### src/rtl/sfc_pkg.sv
// Shared types and constants for the sensor frame checker.
// No dependencies; imported by every module of the block.
`default_nettype none

package sfc_pkg;

   // Frame layout
   localparam int unsigned FRAME_LEN = 9;
   localparam int unsigned CNT_W     = 4;
   localparam int unsigned BYTE_W    = 8;
   localparam int unsigned RAW_W     = 16;
   localparam int unsigned SCALED_W  = 19;

   localparam logic [CNT_W-1:0] CNT_MAX     = 4'd15;
   localparam logic [CNT_W-1:0] IDX_START   = 4'd0;
   localparam logic [CNT_W-1:0] IDX_TYPE    = 4'd1;
   localparam logic [CNT_W-1:0] IDX_READ_HI = 4'd4;
   localparam logic [CNT_W-1:0] IDX_READ_LO = 4'd5;
   localparam logic [CNT_W-1:0] IDX_FS_HI   = 4'd6;
   localparam logic [CNT_W-1:0] IDX_FS_LO   = 4'd7;

   // Register map
   localparam int unsigned CSR_IDX_W = 2;
   localparam logic [CSR_IDX_W-1:0] CSR_START_BYTE = 2'd0;
   localparam logic [CSR_IDX_W-1:0] CSR_TYPE_BYTE  = 2'd1;

   localparam logic [BYTE_W-1:0] START_BYTE_RESET = 8'hFF;
   localparam logic [BYTE_W-1:0] TYPE_BYTE_RESET  = 8'h17;

   typedef enum logic [1:0] {
      ST_OK  = 2'd0,
      ST_LEN = 2'd1,
      ST_HDR = 2'd2,
      ST_SUM = 2'd3
   } status_type;

   // One verdict beat
   typedef struct packed {
      status_type          status;
      logic [SCALED_W-1:0] reading_q2;
      logic [SCALED_W-1:0] full_scale_q2;
      logic [CNT_W-1:0]    burst_length;
   } result_type;

   // Raw word times five: (x << 2) + x
   function automatic logic [SCALED_W-1:0] times_five(input logic [RAW_W-1:0] raw);
      logic [SCALED_W-1:0] ext;
      ext = {{(SCALED_W-RAW_W){1'b0}}, raw};
      return (ext << 2) + ext;
   endfunction

endpackage

`default_nettype wire

### src/rtl/sfc_frame_acc.sv
// Per-byte frame state (count, sum, header flag, captured words) and verdict logic.
// Depends on sfc_pkg.
`default_nettype none

module sfc_frame_acc
   import sfc_pkg::*;
#(
   parameter int unsigned FRAME_BYTES = FRAME_LEN
)
(
   input  wire logic              clock,
   input  wire logic              reset,
   input  wire logic              beat,
   input  wire logic [BYTE_W-1:0] rx_byte,
   input  wire logic              burst_end,
   input  wire logic [BYTE_W-1:0] start_byte,
   input  wire logic [BYTE_W-1:0] type_byte,
   output logic                   res_valid,
   output result_type             res_data
);

   logic [CNT_W-1:0]  byte_count_ff, byte_count_in;
   logic [BYTE_W-1:0] running_sum_ff, running_sum_in;
   logic              header_ok_ff, header_ok_in;
   logic [RAW_W-1:0]  reading_raw_ff, reading_raw_in;
   logic [RAW_W-1:0]  full_scale_raw_ff, full_scale_raw_in;
   logic              hdr_miss;

   // Update from the incoming byte
   always_comb begin
      running_sum_in = (byte_count_ff == IDX_START) ? running_sum_ff
                                                    : running_sum_ff + rx_byte;
      hdr_miss = ((byte_count_ff == IDX_START) && (rx_byte != start_byte)) ||
                 ((byte_count_ff == IDX_TYPE)  && (rx_byte != type_byte));
      header_ok_in = header_ok_ff && !hdr_miss;

      reading_raw_in    = reading_raw_ff;
      full_scale_raw_in = full_scale_raw_ff;
      case (byte_count_ff)
         IDX_READ_HI: reading_raw_in    = {rx_byte, reading_raw_ff[BYTE_W-1:0]};
         IDX_READ_LO: reading_raw_in    = {reading_raw_ff[RAW_W-1:BYTE_W], rx_byte};
         IDX_FS_HI:   full_scale_raw_in = {rx_byte, full_scale_raw_ff[BYTE_W-1:0]};
         IDX_FS_LO:   full_scale_raw_in = {full_scale_raw_ff[RAW_W-1:BYTE_W], rx_byte};
         default: ;
      endcase

      byte_count_in = (byte_count_ff < CNT_MAX) ? byte_count_ff + 4'd1 : byte_count_ff;
   end

   // Verdict, priority length > header > checksum
   always_comb begin
      res_valid = beat && burst_end;
      res_data.burst_length  = byte_count_in;
      res_data.reading_q2    = '0;
      res_data.full_scale_q2 = '0;
      if (byte_count_in != CNT_W'(FRAME_BYTES)) begin
         res_data.status = ST_LEN;
      end else if (!header_ok_in) begin
         res_data.status = ST_HDR;
      end else if (running_sum_in != '0) begin
         res_data.status = ST_SUM;
      end else begin
         res_data.status        = ST_OK;
         res_data.reading_q2    = times_five(reading_raw_in);
         res_data.full_scale_q2 = times_five(full_scale_raw_in);
      end
   end

   // Frame state; cleared after each burst end
   always_ff @(posedge clock) begin
      if (reset || (beat && burst_end)) begin
         byte_count_ff     <= '0;
         running_sum_ff    <= '0;
         header_ok_ff      <= 1'b1;
         reading_raw_ff    <= '0;
         full_scale_raw_ff <= '0;
      end else if (beat) begin
         byte_count_ff     <= byte_count_in;
         running_sum_ff    <= running_sum_in;
         header_ok_ff      <= header_ok_in;
         reading_raw_ff    <= reading_raw_in;
         full_scale_raw_ff <= full_scale_raw_in;
      end
   end

endmodule

`default_nettype wire

### src/rtl/sfc_out_buf.sv
// Two-entry result buffer: output register plus skid entry.
// Depends on sfc_pkg.
`default_nettype none

module sfc_out_buf
   import sfc_pkg::*;
(
   input  wire logic        clock,
   input  wire logic        reset,
   input  wire logic        push,
   input  wire result_type  push_data,
   output logic             full,
   output logic             out_valid,
   input  wire logic        out_stall,
   output result_type       out_data
);

   logic       main_valid_ff, main_valid_in;
   logic       skid_valid_ff, skid_valid_in;
   result_type main_ff, main_in;
   result_type skid_ff, skid_in;
   logic       pop;

   assign pop       = main_valid_ff && !out_stall;
   assign full      = skid_valid_ff;
   assign out_valid = main_valid_ff;
   assign out_data  = main_ff;

   // Push only arrives while the skid entry is free
   always_comb begin
      main_valid_in = main_valid_ff;
      skid_valid_in = skid_valid_ff;
      main_in       = main_ff;
      skid_in       = skid_ff;
      if (pop) begin
         if (skid_valid_ff) begin
            main_in       = skid_ff;
            skid_valid_in = 1'b0;
         end else begin
            main_valid_in = push;
            main_in       = push_data;
         end
      end else if (push) begin
         if (!main_valid_ff) begin
            main_valid_in = 1'b1;
            main_in       = push_data;
         end else begin
            skid_valid_in = 1'b1;
            skid_in       = push_data;
         end
      end
   end

   always_ff @(posedge clock) begin
      if (reset) begin
         main_valid_ff <= 1'b0;
         skid_valid_ff <= 1'b0;
      end else begin
         main_valid_ff <= main_valid_in;
         skid_valid_ff <= skid_valid_in;
      end
   end

   always_ff @(posedge clock) begin
      main_ff <= main_in;
      skid_ff <= skid_in;
   end

endmodule

`default_nettype wire

### src/rtl/sensor_frame_checker_core.sv
// Top level of the sensor frame checker: header registers, frame tracker, result buffer.
// Depends on sfc_pkg, sfc_frame_acc and sfc_out_buf.
`default_nettype none

// Checks fixed-length sensor frames (FRAME_BYTES, nine by default) arriving one
// byte per beat. Each byte beat carries a flag marking the last byte of a
// burst; that beat produces one verdict beat (ok, wrong length, bad header,
// bad checksum) with the reading and full scale in quarter-microgram units,
// and the burst length. A byte is taken every clock while req_stall is low: the
// per-byte update is one add and a few compares into the frame registers, so the
// rate is one byte per cycle unless stalled, and the verdict is registered into
// the result buffer. Results sit in a two-entry buffer; req_stall rises only
// while both entries are held. The header registers (start byte, type byte)
// are always ready and should be written only between frames.
module sensor_frame_checker_core
   import sfc_pkg::*;
#(
   parameter int unsigned FRAME_BYTES = FRAME_LEN
)
(
   input  wire logic                 clock,
   input  wire logic                 reset,
   // byte input
   input  wire logic                 req_valid,
   output logic                      req_stall,
   input  wire logic [BYTE_W-1:0]    req_rx_byte,
   input  wire logic                 req_burst_end,
   // verdict output
   output logic                      rsp_valid,
   input  wire logic                 rsp_stall,
   output logic [1:0]                rsp_status,
   output logic [SCALED_W-1:0]       rsp_reading_q2,
   output logic [SCALED_W-1:0]       rsp_full_scale_q2,
   output logic [CNT_W-1:0]          rsp_burst_length,
   // register writes
   input  wire logic                 csr_valid,
   output logic                      csr_ready,
   input  wire logic [CSR_IDX_W-1:0] csr_index,
   input  wire logic [BYTE_W-1:0]    csr_wdata
);

   logic [BYTE_W-1:0] start_byte_ff;
   logic [BYTE_W-1:0] type_byte_ff;
   logic              beat;
   logic              buf_full;
   logic              res_valid;
   result_type        res_data;
   result_type        out_data;

   assign csr_ready = 1'b1;
   assign req_stall = buf_full;
   assign beat      = req_valid && !req_stall;

   // Header registers; other indexes ignored
   always_ff @(posedge clock) begin
      if (reset) begin
         start_byte_ff <= START_BYTE_RESET;
         type_byte_ff  <= TYPE_BYTE_RESET;
      end else if (csr_valid && csr_ready) begin
         case (csr_index)
            CSR_START_BYTE: start_byte_ff <= csr_wdata;
            CSR_TYPE_BYTE:  type_byte_ff  <= csr_wdata;
            default: ;
         endcase
      end
   end

   sfc_frame_acc #(
      .FRAME_BYTES (FRAME_BYTES)
   ) u_frame_acc (
      .clock      (clock),
      .reset      (reset),
      .beat       (beat),
      .rx_byte    (req_rx_byte),
      .burst_end  (req_burst_end),
      .start_byte (start_byte_ff),
      .type_byte  (type_byte_ff),
      .res_valid  (res_valid),
      .res_data   (res_data)
   );

   sfc_out_buf u_out_buf (
      .clock     (clock),
      .reset     (reset),
      .push      (res_valid),
      .push_data (res_data),
      .full      (buf_full),
      .out_valid (rsp_valid),
      .out_stall (rsp_stall),
      .out_data  (out_data)
   );

   assign rsp_status        = out_data.status;
   assign rsp_reading_q2    = out_data.reading_q2;
   assign rsp_full_scale_q2 = out_data.full_scale_q2;
   assign rsp_burst_length  = out_data.burst_length;

endmodule

`default_nettype wire
### config.mk
export PLATFORM = sky130hd
export DESIGN_NAME = sensor_frame_checker_core
export DESIGN_NICKNAME = d
export VERILOG_FILES = /design/src/rtl/sfc_pkg.sv /design/src/rtl/sfc_frame_acc.sv /design/src/rtl/sfc_out_buf.sv /design/src/rtl/sensor_frame_checker_core.sv
export SDC_FILE = /design/constraint.sdc
export NUM_CORES = 1
export LEC_CHECK = 0
export BUFFER_PORTS_ARGS = -buffer_cell sky130_fd_sc_hd__buf_4
export CORE_ASPECT_RATIO = 1.75
export CORE_MARGIN = 5
export CORE_UTILIZATION = 47
export CTS_CLUSTER_SIZE = 25
export DETAILED_ROUTE_END_ITERATION = 7
export GPL_ROUTABILITY_DRIVEN = 1
export PLACE_DENSITY = 0.62
export SLEW_MARGIN = 5
export SYNTH_ARGS = -nofsm -noshare
export SYNTH_HDL_FRONTEND = slang
export SYNTH_SLANG_ARGS = --single-unit
### constraint.sdc
create_clock -name clock -period 3.9 [get_ports clock]
set_input_delay 0.195 -clock clock [delete_from_list [all_inputs] [get_ports clock]]
set_output_delay 0.195 -clock clock [all_outputs]
set_load 0.05 [all_outputs]
## Word level (Yosys, flattened, before mapping)

Index checks and enable logic that the tools add are counted.

- Bits in registers: 151
- Bits of input ports: 24
- Logic and storage cells: 73

- $add $sub $neg: 4
- Order comparisons: 1
- Eq/ne operators: 11
- Multiplexer cells: 17
- Bitwise logic cells: 1
- Reductions and logical operators: 22

Operator list:

| cell | number |
|---|---|
| 44-bit two-way mux | 4 |
| 38-bit two-way mux | 3 |
| 16-bit one-hot mux with 2 select lines | 2 |
| 18-bit by 16-bit adder with 19-bit output | 2 |
| 4-bit by 3-bit == test with 1-bit output (second input constant) | 4 |
| 8-bit != test | 2 |
| 2-bit AND reduction | 5 |
| 8-bit adder | 1 |
| 8-bit two-way mux | 1 |
| 8-bit nonzero test | 1 |
| 1-bit logical AND | 6 |
| 2-bit two-way mux | 3 |
| 4-bit by 1-bit adder with 4-bit output (second input constant) | 1 |
| 4-bit by 1-bit == test with 1-bit output (second input constant) | 1 |
| 4-bit logical NOT | 1 |
| 4-bit less-than comparator (second input constant) | 1 |
| 4-bit two-way mux | 1 |
| 2-bit != test (second input constant) | 2 |
| 4-bit != test (second input constant) | 1 |
| 1-bit logical NOT | 3 |
| 1-bit two-way mux | 3 |
| 3-bit AND reduction | 1 |
| 2-bit by 1-bit == test with 1-bit output (second input constant) | 1 |
| 2-bit logical NOT | 1 |
| 4 further kinds | 5 |

## Logic depth before layout (Yosys ltp)

- Depth after elaboration: 10
- Gate-level depth with buffers: 16
- Depth with buffers taken out: 15

## Hierarchy

From an unflattened synthesis, not the netlist that was laid out.

- Cells, all modules: 772
- Area total of the unflattened synthesis: 8303.0 µm²

Modules (own cells, without submodules):

| module | instances | cells an instance | area each (µm²) |
|---|---|---|---|
| sfc_frame_acc | 1 | 555 | 4314.1 |
| sfc_out_buf | 1 | 147 | 3308.2 |
| sensor_frame_checker_core | 1 | 70 | 680.7 |

## Worst setup path after synthesis

Ideal clock, no wire load.

- Path kind: register to register
- From: reg u_out_buf.skid_valid_ff (netlist: u_out_buf.full)
- To: reg u_out_buf.main_ff, in the netlist u_out_buf.out_data[0] (enable)
- Arrival time: 3.049 ns
- Slack: 0.396 ns
- Cell stages (with the launch flop): 5
- Buffers on the path: 1
- Cells stage by stage: dfxtp_1 -> nor2b_1 -> clkbuf_1 -> nand2_1 -> o21bai_1

- Cells in the longest elaborated chain, start to end: 5

RTL lines:

| what | line | RTL |
|---|---|---|
| start: declaration | sfc_out_buf.sv:19 | `logic skid_valid_ff, skid_valid_in;` |
| start signal: assignment | sfc_out_buf.sv:60 | `skid_valid_ff <= skid_valid_in;` |
| 1-bit logical NOT | sensor_frame_checker_core.sv:52 | `assign beat = req_valid && !req_stall;` |
| 1-bit logical AND | sensor_frame_checker_core.sv:52 |  |
| 1-bit logical AND | sfc_frame_acc.sv:52 | `res_valid = beat && burst_end;` |
| 2-bit nonzero test (no source line) | - |  |
| 2-bit AND reduction (no source line) | - |  |
| end signal: assignment | sfc_out_buf.sv:65 | `main_ff <= main_in;` |
| end: declaration | sfc_out_buf.sv:20 | `result_type main_ff, main_in;` |

No other way between the ends.
A chain may end at the register's enable or synchronous reset.

==> qor.csv <==
metric;value;unit
most common cell in the netlist;nor2_1;
largest buffer count on any clock path;2;
Rows;64;
ratio of final minimum period to clock period;0.9370;
Remaining DRCs;0;
final core utilization;0.5670;
height of the die;187.1;um
grt ovf;0;
outcome;finished, final reports clean;
Nets;1022;
Starting Density;0.4801;
Layout fillers;1553;
most common flop cell mapped by yosys;edfxtp_1;
cell area after layout;0.009943;sq mm
top cells by area, synth;edfxtp_1 31%, dfxtp_1 15%, nor2_1 6.2%;
CTS Root Cell;clkbuf_16;
routed len/inst;16.55;um
Final Setup Violations;0;
Worst Path Arrival;3.92;ns
Final min period;3.654;ns
startpoint types;register;
skew final;0.01316;ns
I/O Buffers;69;
CTS Buf Count;17;
f_max;273.7;MHz
CTS sink cnt;151;
critical-path maximum fanout;6;
die span in x;111.2;um
Routed Antenna Nets;0;
GR Util All Layers;0.1944;
post-synth top area share;0.3139;
FFs w/ async S/R, synth;0;
die footprint;0.02080;sq mm
Design Power;4.031;mW
synthesized flop and latch total;151;
hold crit path type;in2reg;
required time worst endpoint;4.16;ns
CTS tree;yes;
# diodes;0;
Worst-Skew Late Latency;0.43;ns
via-per-instance ratio;5.550;
vias in the first global route;6331;
clk slew on worst S/H paths;0.07;ns
Worst Tran Pin Value;0.9524;ns
Worst Setup Path Type;reg2reg;
vias post-DR;6655;
hpwl dp;14430;um
Post-Route WL;19850;um
Area Overhead vs Synth;18.10;%
Worst Setup End Kind;register;
area leader, netlist;edfxtp_1;
syn_nets;955;
leak pwr;3.823;nW
Mean Syn Cell Area;9.481;sq um
Post-Syn Area;0.008419;sq mm
io pins;71;
first drt pass iteration count;7;
Ys Warns;0;
max-slew violation count;0;
initial DRC count;372;
setup TNS;0;ns
sequential area share after synthesis;0.4637;
leading cell types by count after synthesis;140 x nor2_1, 88 x edfxtp_1, 82 x nand2_1;
GP Congestion;0.8749;
first-pass GRT wire length;32760;um
Distinct cells, synth;71;
flop2flop setup slack;0.25;ns
Final Hold Vio Count;0;
max_slew headroom;0.3623;
Post-Synthesis Cells;888;
Max Cap Viol;0;
share of cells above drive strength 1;0.1632;
Core Area;0.01754;sq mm
VDD IR-drop max;0.2848;mV
largest net degree at the start of global routing;62;
H-tree depth;4;
PwrDens;405.4;mW/mm^2
RSZ-0062 raised after global routing;no;
dpl cell area;0.009240;sq mm
initial antenna violation count;0;
EDFF count, synth;88;
worst max-delay path, cell delays in order (launching register included):
cell and delay, ns:
dfxtp_1 0.38, inv_1 0.14, ha_1 0.29, or4bb_4 0.58
a22oi_1 0.20, inv_1 0.11, ha_1 0.31, a211oi_1 0.26
nor2_1 0.10, o221ai_1 0.25, o21ai_2 0.12, a2111oi_1 0.46
a211oi_1 0.10, o21ai_0 0.19
stage by stage:
stage / setup slack (ns) / hold slack (ns) / instances
2_1_floorplan: 0.3961 / 0.3129 / 888
5_1_grt: 0.01242 / 0.08674 / 1199
6_report: 0.2459 / 0.07967 / 1199
3_5_place_dp: 0.08274 / 0.4145 / 1159
4_1_cts: 0.06624 / 0.07432 / 1199
3_3_place_gp: 0.1989 / 0.4123 / 1159
state kept, by name, summed over array words and instances (netlist names):
name                           flops
u_frame_acc.running_sum_ff         8
start_byte_ff                      8
u_frame_acc.header_ok_ff           1
u_frame_acc.reading_raw_ff        16
type_byte_ff                       8
u_out_buf.out_valid                1
u_out_buf.full                     1
u_frame_acc.byte_count_ff          4
u_out_buf.out_data                44
u_frame_acc.full_scale_raw_ff     16
u_out_buf.skid_ff                 44
area by class of cell:
cell class	count	area (sq um)	area share
Inverter	34	127.6	0.01283
Timing Repair Buffer	103	818.3	0.08230
Tap cell	231	289.0	0.02907
Sequential cell	151	3904	0.3926
Multi-Input combinational cell	648	4224	0.4248
Clock inverter	15	155.1	0.01560
Clock buffer	17	425.4	0.04278
power by group:
group	switching, mW	internal [mW]	leakage (nW)
registers	0.0325	1.74	1.28
logic	0.403	0.230	2.26
clock network	0.719	0.902	0.280
total	1.15	2.88	3.82
worst paths after layout:
check | start | end | cells after the start
worst max-delay path | u_frame_acc.byte_count_ff[0] | u_out_buf.out_data[38] | 13
worst min-delay path | reset | type_byte_ff[6] | 2
worst max register to register | u_frame_acc.byte_count_ff[0] | u_out_buf.out_data[38] | 13
worst min register to register | u_frame_acc.header_ok_ff | u_frame_acc.header_ok_ff | 1
routing by layer:
metal	vias to the layer above	track usage	share of wire
met1	3100	0.2280	0.42
met2	167	0.3517	0.52
met4	0	0.07494	0.025
li1	3358	-	-
met5	-	0	0
met3	30	0.03173	0.038
kinds of logic after synthesis:
group / after synthesis / share of synthesized area
AOI/OAI and AO/OA: 226 / 0.1959
xor gates and xnor gates: 40 / 0.04161
adders and majority gates: 43 / 0.06658
buffers and inverters: 89 / 0.04354
DFF: 151 / 0.4637
muxes: 7 / 0.008323
other: 1 / 0.0004454
and+or+nand+nor: 331 / 0.1800
cell usage in the layout, fill, tap and decap left out, drive strengths merged, types with 25 or more instances in the layout:
cell    count
nand2      82
a21oi      36
ha         40
o21ai      34
nor3       31
edfxtp     88
buf        95
o31ai      28
nor2      140
xnor2      25
inv        42
dfxtp      63
repair_timing:
item	CTS	global route
hold buffers	8	0
setup buffers	0	0
endpoints found under the setup margin	0	16
hold endpoints to repair	8	0
gates resized for setup	0	10
Power figures use the tool's default switching activity.
